[src/rtl/clcd_pkg.sv]
// Shared types and constants for the character display cursor controller.
// No dependencies; imported by clcd_ctrl, clcd_dp and char_lcd_cursor_controller.
package clcd_pkg;

  // Default number of columns per display row
  localparam int unsigned COLUMNS_DEF = 16;

  // Operation codes
  localparam logic [3:0] OP_WRITE_CHAR = 4'd0;
  localparam logic [3:0] OP_CLEAR      = 4'd1;
  localparam logic [3:0] OP_CLEAR_EOL  = 4'd2;
  localparam logic [3:0] OP_UP         = 4'd3;
  localparam logic [3:0] OP_DOWN       = 4'd4;
  localparam logic [3:0] OP_RIGHT      = 4'd5;
  localparam logic [3:0] OP_LEFT       = 4'd6;
  localparam logic [3:0] OP_SET        = 4'd7;
  localparam logic [3:0] OP_GET        = 4'd8;

  // Write kinds on the result channel
  localparam logic [1:0] KIND_IR     = 2'd0;
  localparam logic [1:0] KIND_DR     = 2'd1;
  localparam logic [1:0] KIND_STATUS = 2'd2;

  // Display bytes
  localparam logic [7:0] CHAR_SPACE    = 8'h20;
  localparam logic [7:0] CHAR_PRINT_HI = 8'h7F;
  localparam logic [7:0] INSTR_CLEAR   = 8'h01;
  localparam logic [7:0] INSTR_SET_ROW0 = 8'h80;
  localparam logic [7:0] INSTR_ROW1_OFS = 8'h40;

  // Controller to datapath commands
  typedef struct packed {
    logic load_item;   // latch accepted item, update cursor
    logic emit_data;   // load a data-register write into the output stage
    logic emit_final;  // load the closing result into the output stage
  } ctrl_cmd_t;

  // Datapath to controller status
  typedef struct packed {
    logic data_pending; // data writes still to send for this item
  } dp_sts_t;

endpackage

[src/rtl/char_lcd_cursor_controller.sv]
// Two-row character display cursor controller; one operation in, 1..COLUMNS+1 writes out.
// The operation's plan is registered at the input transfer; its first result is then loaded into the output stage.
// The single output stage sends one write per cycle while out_ready_i is high; a new
//   operation is taken only after the previous one has loaded its closing result.
// Reset (rst_ni low, asynchronous): cursor to top left, controller idle, no result valid.
// Depends on clcd_pkg, clcd_ctrl, clcd_dp.
module char_lcd_cursor_controller #(
  parameter int unsigned COLUMNS = clcd_pkg::COLUMNS_DEF
) (
  input  logic       clk_i,
  input  logic       rst_ni,
  // operation channel
  input  logic       in_valid_i,
  output logic       in_ready_o,
  input  logic [3:0] operation_i,
  input  logic [7:0] char_code_i,
  input  logic       row_i,
  input  logic [3:0] column_i,
  // write channel
  output logic       out_valid_o,
  input  logic       out_ready_i,
  output logic [1:0] write_kind_o,
  output logic [7:0] bus_byte_o,
  output logic       ok_o,
  output logic       cursor_row_o,
  output logic [3:0] cursor_column_o,
  output logic       last_o
);
  import clcd_pkg::*;

  // The controller takes one operation at a time. At the input transfer the
  // datapath works out the new cursor, how many data writes precede the closing
  // result (one for a printable character, one space per cell to the row end
  // for clear-to-end-of-line) and the closing result itself: a set-address
  // instruction, the clear instruction or a status-only answer. Every result
  // reports the cursor as it stands after the whole operation.
  // A fresh operation is taken while the last write of the previous one still
  // waits in the output stage.

  ctrl_cmd_t cmd;
  dp_sts_t   sts;

  clcd_ctrl u_ctrl (
    .clk_i       (clk_i),
    .rst_ni      (rst_ni),
    .in_valid_i  (in_valid_i),
    .in_ready_o  (in_ready_o),
    .out_valid_o (out_valid_o),
    .out_ready_i (out_ready_i),
    .cmd_o       (cmd),
    .sts_i       (sts)
  );

  clcd_dp #(
    .COLUMNS (COLUMNS)
  ) u_dp (
    .clk_i           (clk_i),
    .rst_ni          (rst_ni),
    .cmd_i           (cmd),
    .sts_o           (sts),
    .operation_i     (operation_i),
    .char_code_i     (char_code_i),
    .row_i           (row_i),
    .column_i        (column_i),
    .write_kind_o    (write_kind_o),
    .bus_byte_o      (bus_byte_o),
    .ok_o            (ok_o),
    .cursor_row_o    (cursor_row_o),
    .cursor_column_o (cursor_column_o),
    .last_o          (last_o)
  );

endmodule

[src/rtl/clcd_dp.sv]
// Datapath: cursor registers, per-item result plan and output stage.
// Depends on clcd_pkg.
module clcd_dp #(
  parameter int unsigned COLUMNS = clcd_pkg::COLUMNS_DEF
) (
  input  logic              clk_i,
  input  logic              rst_ni,
  input  clcd_pkg::ctrl_cmd_t cmd_i,
  output clcd_pkg::dp_sts_t sts_o,
  input  logic [3:0]        operation_i,
  input  logic [7:0]        char_code_i,
  input  logic              row_i,
  input  logic [3:0]        column_i,
  output logic [1:0]        write_kind_o,
  output logic [7:0]        bus_byte_o,
  output logic              ok_o,
  output logic              cursor_row_o,
  output logic [3:0]        cursor_column_o,
  output logic              last_o
);
  import clcd_pkg::*;

  localparam int unsigned CW   = $clog2(COLUMNS);
  localparam int unsigned CNTW = $clog2(COLUMNS + 1);
  localparam int unsigned CMPW = (CNTW > 4) ? CNTW : 4;
  localparam logic [CW-1:0] LastCol = CW'(COLUMNS - 1);

  logic            row_q, row_d;
  logic [CW-1:0]   col_q, col_d;
  logic [CNTW-1:0] cnt_q, cnt_d, n_cnt;
  logic [7:0]      data_byte_q;
  logic [1:0]      fin_kind_q, n_kind;
  logic [7:0]      fin_byte_q, n_byte;
  logic            fin_ok_q, n_ok;
  logic            n_row, adv_row;
  logic [CW-1:0]   n_col, adv_col;
  logic            printable, n_addr;

  logic [1:0]      kind_q;
  logic [7:0]      byte_q;
  logic            ok_q, orow_q, last_q;
  logic [CW-1:0]   ocol_q;

  assign printable = (char_code_i >= CHAR_SPACE) && (char_code_i <= CHAR_PRINT_HI);

  // one cell forward, wrapping row end to next row and bottom right to top left
  always_comb begin
    if (col_q == LastCol) begin
      adv_col = '0;
      adv_row = ~row_q;
    end else begin
      adv_col = col_q + CW'(1);
      adv_row = row_q;
    end
  end

  // plan: new cursor, number of data writes, closing result
  always_comb begin
    n_row  = row_q;
    n_col  = col_q;
    n_cnt  = '0;
    n_ok   = 1'b0;
    n_addr = 1'b0;
    n_kind = KIND_STATUS;
    unique case (operation_i)
      OP_WRITE_CHAR: begin
        if (printable) begin
          n_row  = adv_row;
          n_col  = adv_col;
          n_cnt  = CNTW'(1);
          n_addr = 1'b1;
        end
      end
      OP_CLEAR: begin
        n_row  = 1'b0;
        n_col  = '0;
        n_kind = KIND_IR;
        n_ok   = 1'b1;
      end
      OP_CLEAR_EOL: begin
        n_cnt  = CNTW'(COLUMNS) - CNTW'(col_q);
        n_addr = 1'b1;
      end
      OP_UP: begin
        if (row_q) begin
          n_row  = 1'b0;
          n_addr = 1'b1;
        end
      end
      OP_DOWN: begin
        if (!row_q) begin
          n_row  = 1'b1;
          n_addr = 1'b1;
        end
      end
      OP_RIGHT: begin
        if (!(row_q && (col_q == LastCol))) begin
          n_row  = adv_row;
          n_col  = adv_col;
          n_addr = 1'b1;
        end
      end
      OP_LEFT: begin
        if (row_q || (col_q != '0)) begin
          if (col_q == '0) begin
            n_col = LastCol;
            n_row = 1'b0;
          end else begin
            n_col = col_q - CW'(1);
          end
          n_addr = 1'b1;
        end
      end
      OP_SET: begin
        if (CMPW'(column_i) < CMPW'(COLUMNS)) begin
          n_row  = row_i;
          n_col  = CW'(column_i);
          n_addr = 1'b1;
        end
      end
      OP_GET: n_ok = 1'b1;
      default: n_ok = 1'b0;
    endcase
    if (n_addr) begin
      n_kind = KIND_IR;
      n_ok   = 1'b1;
    end
  end

  always_comb begin
    if (n_addr) begin
      n_byte = INSTR_SET_ROW0 | (n_row ? INSTR_ROW1_OFS : 8'h00) | 8'(n_col);
    end else if (n_kind == KIND_IR) begin
      n_byte = INSTR_CLEAR;
    end else begin
      n_byte = 8'h00;
    end
  end

  always_comb begin
    row_d = row_q;
    col_d = col_q;
    cnt_d = cnt_q;
    if (cmd_i.load_item) begin
      row_d = n_row;
      col_d = n_col;
      cnt_d = n_cnt;
    end else if (cmd_i.emit_data) begin
      cnt_d = cnt_q - CNTW'(1);
    end
  end

  always_ff @(posedge clk_i or negedge rst_ni) begin
    if (!rst_ni) begin
      row_q <= 1'b0;
      col_q <= '0;
      cnt_q <= '0;
    end else begin
      row_q <= row_d;
      col_q <= col_d;
      cnt_q <= cnt_d;
    end
  end

  always_ff @(posedge clk_i) begin
    if (cmd_i.load_item) begin
      data_byte_q <= (operation_i == OP_WRITE_CHAR) ? char_code_i : CHAR_SPACE;
      fin_kind_q  <= n_kind;
      fin_byte_q  <= n_byte;
      fin_ok_q    <= n_ok;
    end
  end

  // output stage; cursor is already final when the item's results go out
  always_ff @(posedge clk_i) begin
    if (cmd_i.emit_data) begin
      kind_q <= KIND_DR;
      byte_q <= data_byte_q;
      ok_q   <= 1'b1;
      last_q <= 1'b0;
      orow_q <= row_q;
      ocol_q <= col_q;
    end else if (cmd_i.emit_final) begin
      kind_q <= fin_kind_q;
      byte_q <= fin_byte_q;
      ok_q   <= fin_ok_q;
      last_q <= 1'b1;
      orow_q <= row_q;
      ocol_q <= col_q;
    end
  end

  assign sts_o.data_pending = (cnt_q != '0);
  assign write_kind_o    = kind_q;
  assign bus_byte_o      = byte_q;
  assign ok_o            = ok_q;
  assign cursor_row_o    = orow_q;
  assign cursor_column_o = 4'(ocol_q);
  assign last_o          = last_q;

  // column register never leaves the row
  a_col_range: assert property (@(posedge clk_i) disable iff (!rst_ni)
    col_q <= LastCol) else $error("cursor column out of range");

  // pending data writes never exceed one row
  a_cnt_range: assert property (@(posedge clk_i) disable iff (!rst_ni)
    cnt_q <= CNTW'(COLUMNS)) else $error("data write count out of range");

  // data writes never move the cursor
  a_emit_hold: assert property (@(posedge clk_i) disable iff (!rst_ni)
    cmd_i.emit_data |=> (row_q == $past(row_q)) && (col_q == $past(col_q)))
    else $error("cursor moved during data writes");

endmodule

[src/rtl/clcd_ctrl.sv]
// Controller: input handshake, result sequencing and output valid.
// Depends on clcd_pkg.
module clcd_ctrl (
  input  logic                clk_i,
  input  logic                rst_ni,
  input  logic                in_valid_i,
  output logic                in_ready_o,
  output logic                out_valid_o,
  input  logic                out_ready_i,
  output clcd_pkg::ctrl_cmd_t cmd_o,
  input  clcd_pkg::dp_sts_t   sts_i
);
  import clcd_pkg::*;

  localparam logic ST_IDLE = 1'b0;
  localparam logic ST_RUN  = 1'b1;

  logic state_q, state_d;
  logic out_valid_q, out_valid_d;
  logic out_free;

  assign out_free   = !out_valid_q || out_ready_i;
  assign in_ready_o = (state_q == ST_IDLE);

  always_comb begin
    state_d          = state_q;
    cmd_o.load_item  = 1'b0;
    cmd_o.emit_data  = 1'b0;
    cmd_o.emit_final = 1'b0;
    unique case (state_q)
      ST_IDLE: begin
        if (in_valid_i) begin
          cmd_o.load_item = 1'b1;
          state_d         = ST_RUN;
        end
      end
      ST_RUN: begin
        if (out_free) begin
          if (sts_i.data_pending) begin
            cmd_o.emit_data = 1'b1;
          end else begin
            cmd_o.emit_final = 1'b1;
            state_d          = ST_IDLE;
          end
        end
      end
      default: state_d = ST_IDLE;
    endcase
  end

  always_comb begin
    if (cmd_o.emit_data || cmd_o.emit_final) begin
      out_valid_d = 1'b1;
    end else if (out_ready_i) begin
      out_valid_d = 1'b0;
    end else begin
      out_valid_d = out_valid_q;
    end
  end

  always_ff @(posedge clk_i or negedge rst_ni) begin
    if (!rst_ni) begin
      state_q     <= ST_IDLE;
      out_valid_q <= 1'b0;
    end else begin
      state_q     <= state_d;
      out_valid_q <= out_valid_d;
    end
  end

  assign out_valid_o = out_valid_q;

  // output stage is only reloaded once its transfer is done or it is empty
  a_no_overwrite: assert property (@(posedge clk_i) disable iff (!rst_ni)
    (cmd_o.emit_data || cmd_o.emit_final) |-> out_free)
    else $error("output stage overwritten");

  // a data write is only issued while writes remain
  a_data_pending: assert property (@(posedge clk_i) disable iff (!rst_ni)
    cmd_o.emit_data |-> sts_i.data_pending) else $error("spurious data write");

  // closing result returns the controller to idle
  a_final_idle: assert property (@(posedge clk_i) disable iff (!rst_ni)
    cmd_o.emit_final |=> (state_q == ST_IDLE) && out_valid_o)
    else $error("closing result not followed by idle");

endmodule
[config.mk]
export PLATFORM = sky130hd
export DESIGN_NAME = char_lcd_cursor_controller
export DESIGN_NICKNAME = d
export VERILOG_FILES = /design/src/rtl/clcd_pkg.sv /design/src/rtl/char_lcd_cursor_controller.sv /design/src/rtl/clcd_dp.sv /design/src/rtl/clcd_ctrl.sv
export SDC_FILE = /design/constraint.sdc
export NUM_CORES = 1
export LEC_CHECK = 0
export ABC_CLOCK_PERIOD_IN_PS = 2000
export BUFFER_PORTS_ARGS = -buffer_cell sky130_fd_sc_hd__buf_2
export CAP_MARGIN = 20
export CORE_MARGIN = 1
export CORE_UTILIZATION = 51
export DETAILED_ROUTE_END_ITERATION = 16
export PLACE_DENSITY = 0.76
export SKIP_LAST_GASP = 1
export SLEW_MARGIN = 5
export SYNTH_ARGS = -nofsm -noshare
export SYNTH_HDL_FRONTEND = slang
export SYNTH_SLANG_ARGS = --single-unit
[constraint.sdc]
create_clock -name clk_i -period 2 [get_ports clk_i]
set_input_delay 0 -clock clk_i [delete_from_list [all_inputs] [get_ports clk_i]]
set_output_delay 0 -clock clk_i [all_outputs]
set_load 0.1 [all_outputs]
==> impl_results.md <==
- Status: finished, violations left
- Violated checks: DRC
- Hold depth: 2
- Adder-cell share of the synthesized area: 0.03063
- RSZ-0062 raised after global routing: yes
- Static leakage: around 1.3 nW
- Worst-Margin Slew: 499.9 ps
- Routability cong.: about 0.93
- Delay-heaviest family, CP: compound AO/OA/AOI/OAI gates
- Critical Path Fanout Max: 3
- Reg clk slew, reported paths: 80 ps
- Initial core utilization: 0.5478
- Synth Area in Compound Gates: 0.1807
- # setup viols final: 0
- Synth top area share: 0.3553
- Crit path launch type: flip-flop
- Worst reg2reg path startpoint: u_dp.col_q[1]
- Crit. End Element: flip-flop
- Max_slew headroom: 0.6690
- CP Depth: 9
- Synthesis-to-finish area growth: 27.82%
- Hold Vio Cnt, Final: 0
- Starting DRT DRC Count: 158
- DR vias: around 2000
- Pwr/cell area: between 1000 and 1500 nW/um^2
- Clk sink count: 45
- Kind of critical path: reg -> reg
- GRT Util Overall: 0.2357
- Post-synthesis register bit count: 45
- Simple-gate share of the synthesized area: 0.1899
- DRT Wirelength: between 5 and 6 mm
- Count leader, synth: edfxtp_1
- RR Endpoint: u_dp.fin_byte_q[2]
- Most common cell on crit path: ha_4
- PortBufs: 39
- WL per Instance: between 15 and 20 um
- Post-synth top area cell: edfxtp_1
- Total CTS buffers: 5
- Die width: approximately 71 um
- I/O pin count: 40
- CTS H-tree depth: 2
- Synth unique cells: 56
- Peak VDD IR: about 0.66 mV
- HPWL after DPL: around 4.1 mm
- Slowest stage delay, CP: roughly 420 ps
- CP Data Required Time: roughly 2200 ps
- Seq/Total Area, Yosys: 0.5105
- Fmax: 0.5185 GHz
- Worst skew pair latency: around 300 ps
- Mapped Cells: around 220
- Vert. Die Dim: a little over 70 um
- R2R cell count: 9
- Cell row count: 24
- Final max-slew violation count: 0
- Worst Setup Slack, final: ~71 ps
- Largest family of logic cells by synthesized area: simple AND/OR/NAND/NOR gates
- Crit path max-delay cell type: dfrtp_1
- Synth warn: 0
- Top_reg_cell synth: edfxtp_1
- Max cap viols: 0
- Place WS: -48.65 ps
- Fraction of layout cells with a size suffix above 1: 0.3569
- Critical Path Start: u_dp.col_q[1]
- Root buf cell: clkbuf_8
- Die ar.: 5087 um^2
- Post-synthesis mux area share: 0.03216
- Post-synth EDFFs: 29
- Area contributors post-synth: edfxtp_1 (36%), dfrtp_1 (12%), dfxtp_1 (3.3%), mux2_2 (3.2%), nand2_1 (3.2%)
- Gr ovfl total: 0
- First-pass GRT wire length: approximately 9.1 mm
- Vias per Instance: between 5 and 6
- Pre-antenna DRT Iters: 11
- DRT antenna net count: 0
- Final critical-path share of the clock period: 0.9643
- ANT cells: 0
- Final min period: ~1900 ps
- CTS tree: built
- CTS Buffer Depth: 2
- Crit path arrival time: roughly 2100 ps
- Worst Setup EP: u_dp.fin_byte_q[2]
- Mapped Nets: about 250
- Largest net degree at the start of global routing: 20
- WHS: a little under 7 ps
- Initial antenna violation count: 0
- Async set or reset register ratio after synthesis: 0.2667
- Worst-path cell chain: ha_4 -> nand3_2 -> inv_1 -> ha_4 -> nand2_1 -> a221o_1 -> and2_1 -> a41o_1 -> a21oi_2
- Core area: about 4500 um^2
- Worst Path Buf+Inv: 1
- Vias in the first global route: around 1900
- Worst Skew: 3.039 ps
- Synthesized cell area: between 2000 and 2500 um^2
- Worst hold-check path type: in -> reg
- Reg2Reg Setup Slack: around 70 ps
- Post-route DRC: 5
- Syn_area_per_cell: about 11 um^2
- Xor/xnor share of the synthesized area: 0.01072
- Number of nets in the layout: between 300 and 400
- Synth top cells by count: edfxtp_1 (29), nand2_1 (21), a21oi_1 (13), and2_1 (12), dfrtp_1 (12)
## metal layers
metal / part of all wire / vias to the layer above / global-route usage / routed length (um)
met5: 0 / - / 0 / 0
met4: 0.024 / 0 / 0.09556 / 134
met3: 0.052 / 12 / 0.04079 / 291
met2: 0.47 / 75 / 0.3757 / 2663
met1: 0.45 / 944 / 0.3219 / 2520
li1: - / 972 / - / -
## state kept, by name, summed over array words and instances (netlist names), 2 cells and up
signal,count
u_dp.bus_byte_o,8
u_dp.cnt_q,5
u_dp.col_q,4
u_dp.cursor_column_o,4
u_dp.data_byte_q,8
u_dp.fin_byte_q,6
u_dp.write_kind_o,2
## worst reg2reg max path, delay by kind of cell (launching register included)
family | cells | cell delay (ps)
AND/OR/NAND/NOR | 3 | 290
flip-flops | 1 | 420
adder cells (fa/ha/maj) | 2 | 320
buffers and inverters | 1 | 100
AO/OA/AOI/OAI | 3 | 660
## area by class of cell
cell class	instances	area [um^2]
Inverter	11	41.29
Sequential cell	45	1254
Multi-Input combinational cell	154	1145
Tap cell	52	65.06
Clock inverter	3	41.29
Clock buffer	5	68.82
Timing Repair Buffer	79	518.0
Fill cell	324	1341
## layout by cell type (no fill, tap or decap), drive strengths merged, types with 2 or more instances in the layout
cell / instances
o211ai: 2
o22a: 4
buf: 70
dlygate4sd3: 9
a221o: 2
o31ai: 3
mux2: 7
edfxtp: 29
and2: 12
clkbuf: 5
a21oi: 14
nand2b: 10
dfxtp: 4
nor2: 9
ha: 6
o311ai: 2
inv: 11
dfrtp: 12
and3: 2
nand3: 7
nor4: 3
a31oi: 5
a41o: 2
nor3: 5
nor3b: 3
nand2: 21
a21boi: 2
o21a: 3
o21ba: 2
o21ai: 7
xnor2: 3
## what timing repair did
action	in CTS	in global routing
buffers inserted	0	3
hold buffers	9	0
pin swaps	0	5
setup endpoints to repair	3	8
endpoints found under the hold margin	20	0
gates resized for setup	2	7
## how the worst min path moves through the flow
stage | from | end
2_1_floorplan | rst_ni | u_ctrl.out_valid_o
3_5_place_dp | rst_ni | u_dp.cnt_q[3]
3_3_place_gp | rst_ni | u_dp.cnt_q[3]
5_1_grt | char_code_i[5] | u_dp.data_byte_q[5]
6_report | char_code_i[5] | u_dp.data_byte_q[5]
4_1_cts | char_code_i[5] | u_dp.data_byte_q[5]
## power breakdown
| group | total [mW] | leakage (nW) | switching [mW] | internal (mW) |
|---|---|---|---|---|
| Clock | 0.677 | 0.0518 | 0.309 | 0.368 |
| Combinational | 1.73 | 0.808 | 1.13 | 0.608 |
| Sequential | 1.34 | 0.449 | 0.132 | 1.20 |
| Total | 3.75 | 1.31 | 1.57 | 2.18 |
## per-stage QoR
| stage | TNS (ps) | cells | cell area [um^2] | total power, mW | util |
|---|---|---|---|---|---|
| floorplan | -56.13 | 222 | 2479 | 2.513 | - |
| global placement | -19.36 | 329 | 2878 | 2.982 | 0.6432 |
| detailed placement | -99.35 | 329 | 2878 | 3.007 | 0.6432 |
| CTS | 0 | 346 | 3084 | 3.700 | 0.6893 |
| global route | -28.01 | 349 | 3133 | 3.922 | 0.7002 |
| finish | 0 | 349 | 3133 | 3.748 | 0.7002 |
## cell families after synthesis
kind of cell	count (synthesis)
AND/OR/NAND/NOR	80
AO/OA/AOI/OAI	58
flip-flops	45
buffers and inverters	23
multiplexers	7
adder cells (fa/ha/maj)	6
XOR/XNOR	3
No activity file was read; power rests on OpenSTA's default activity.
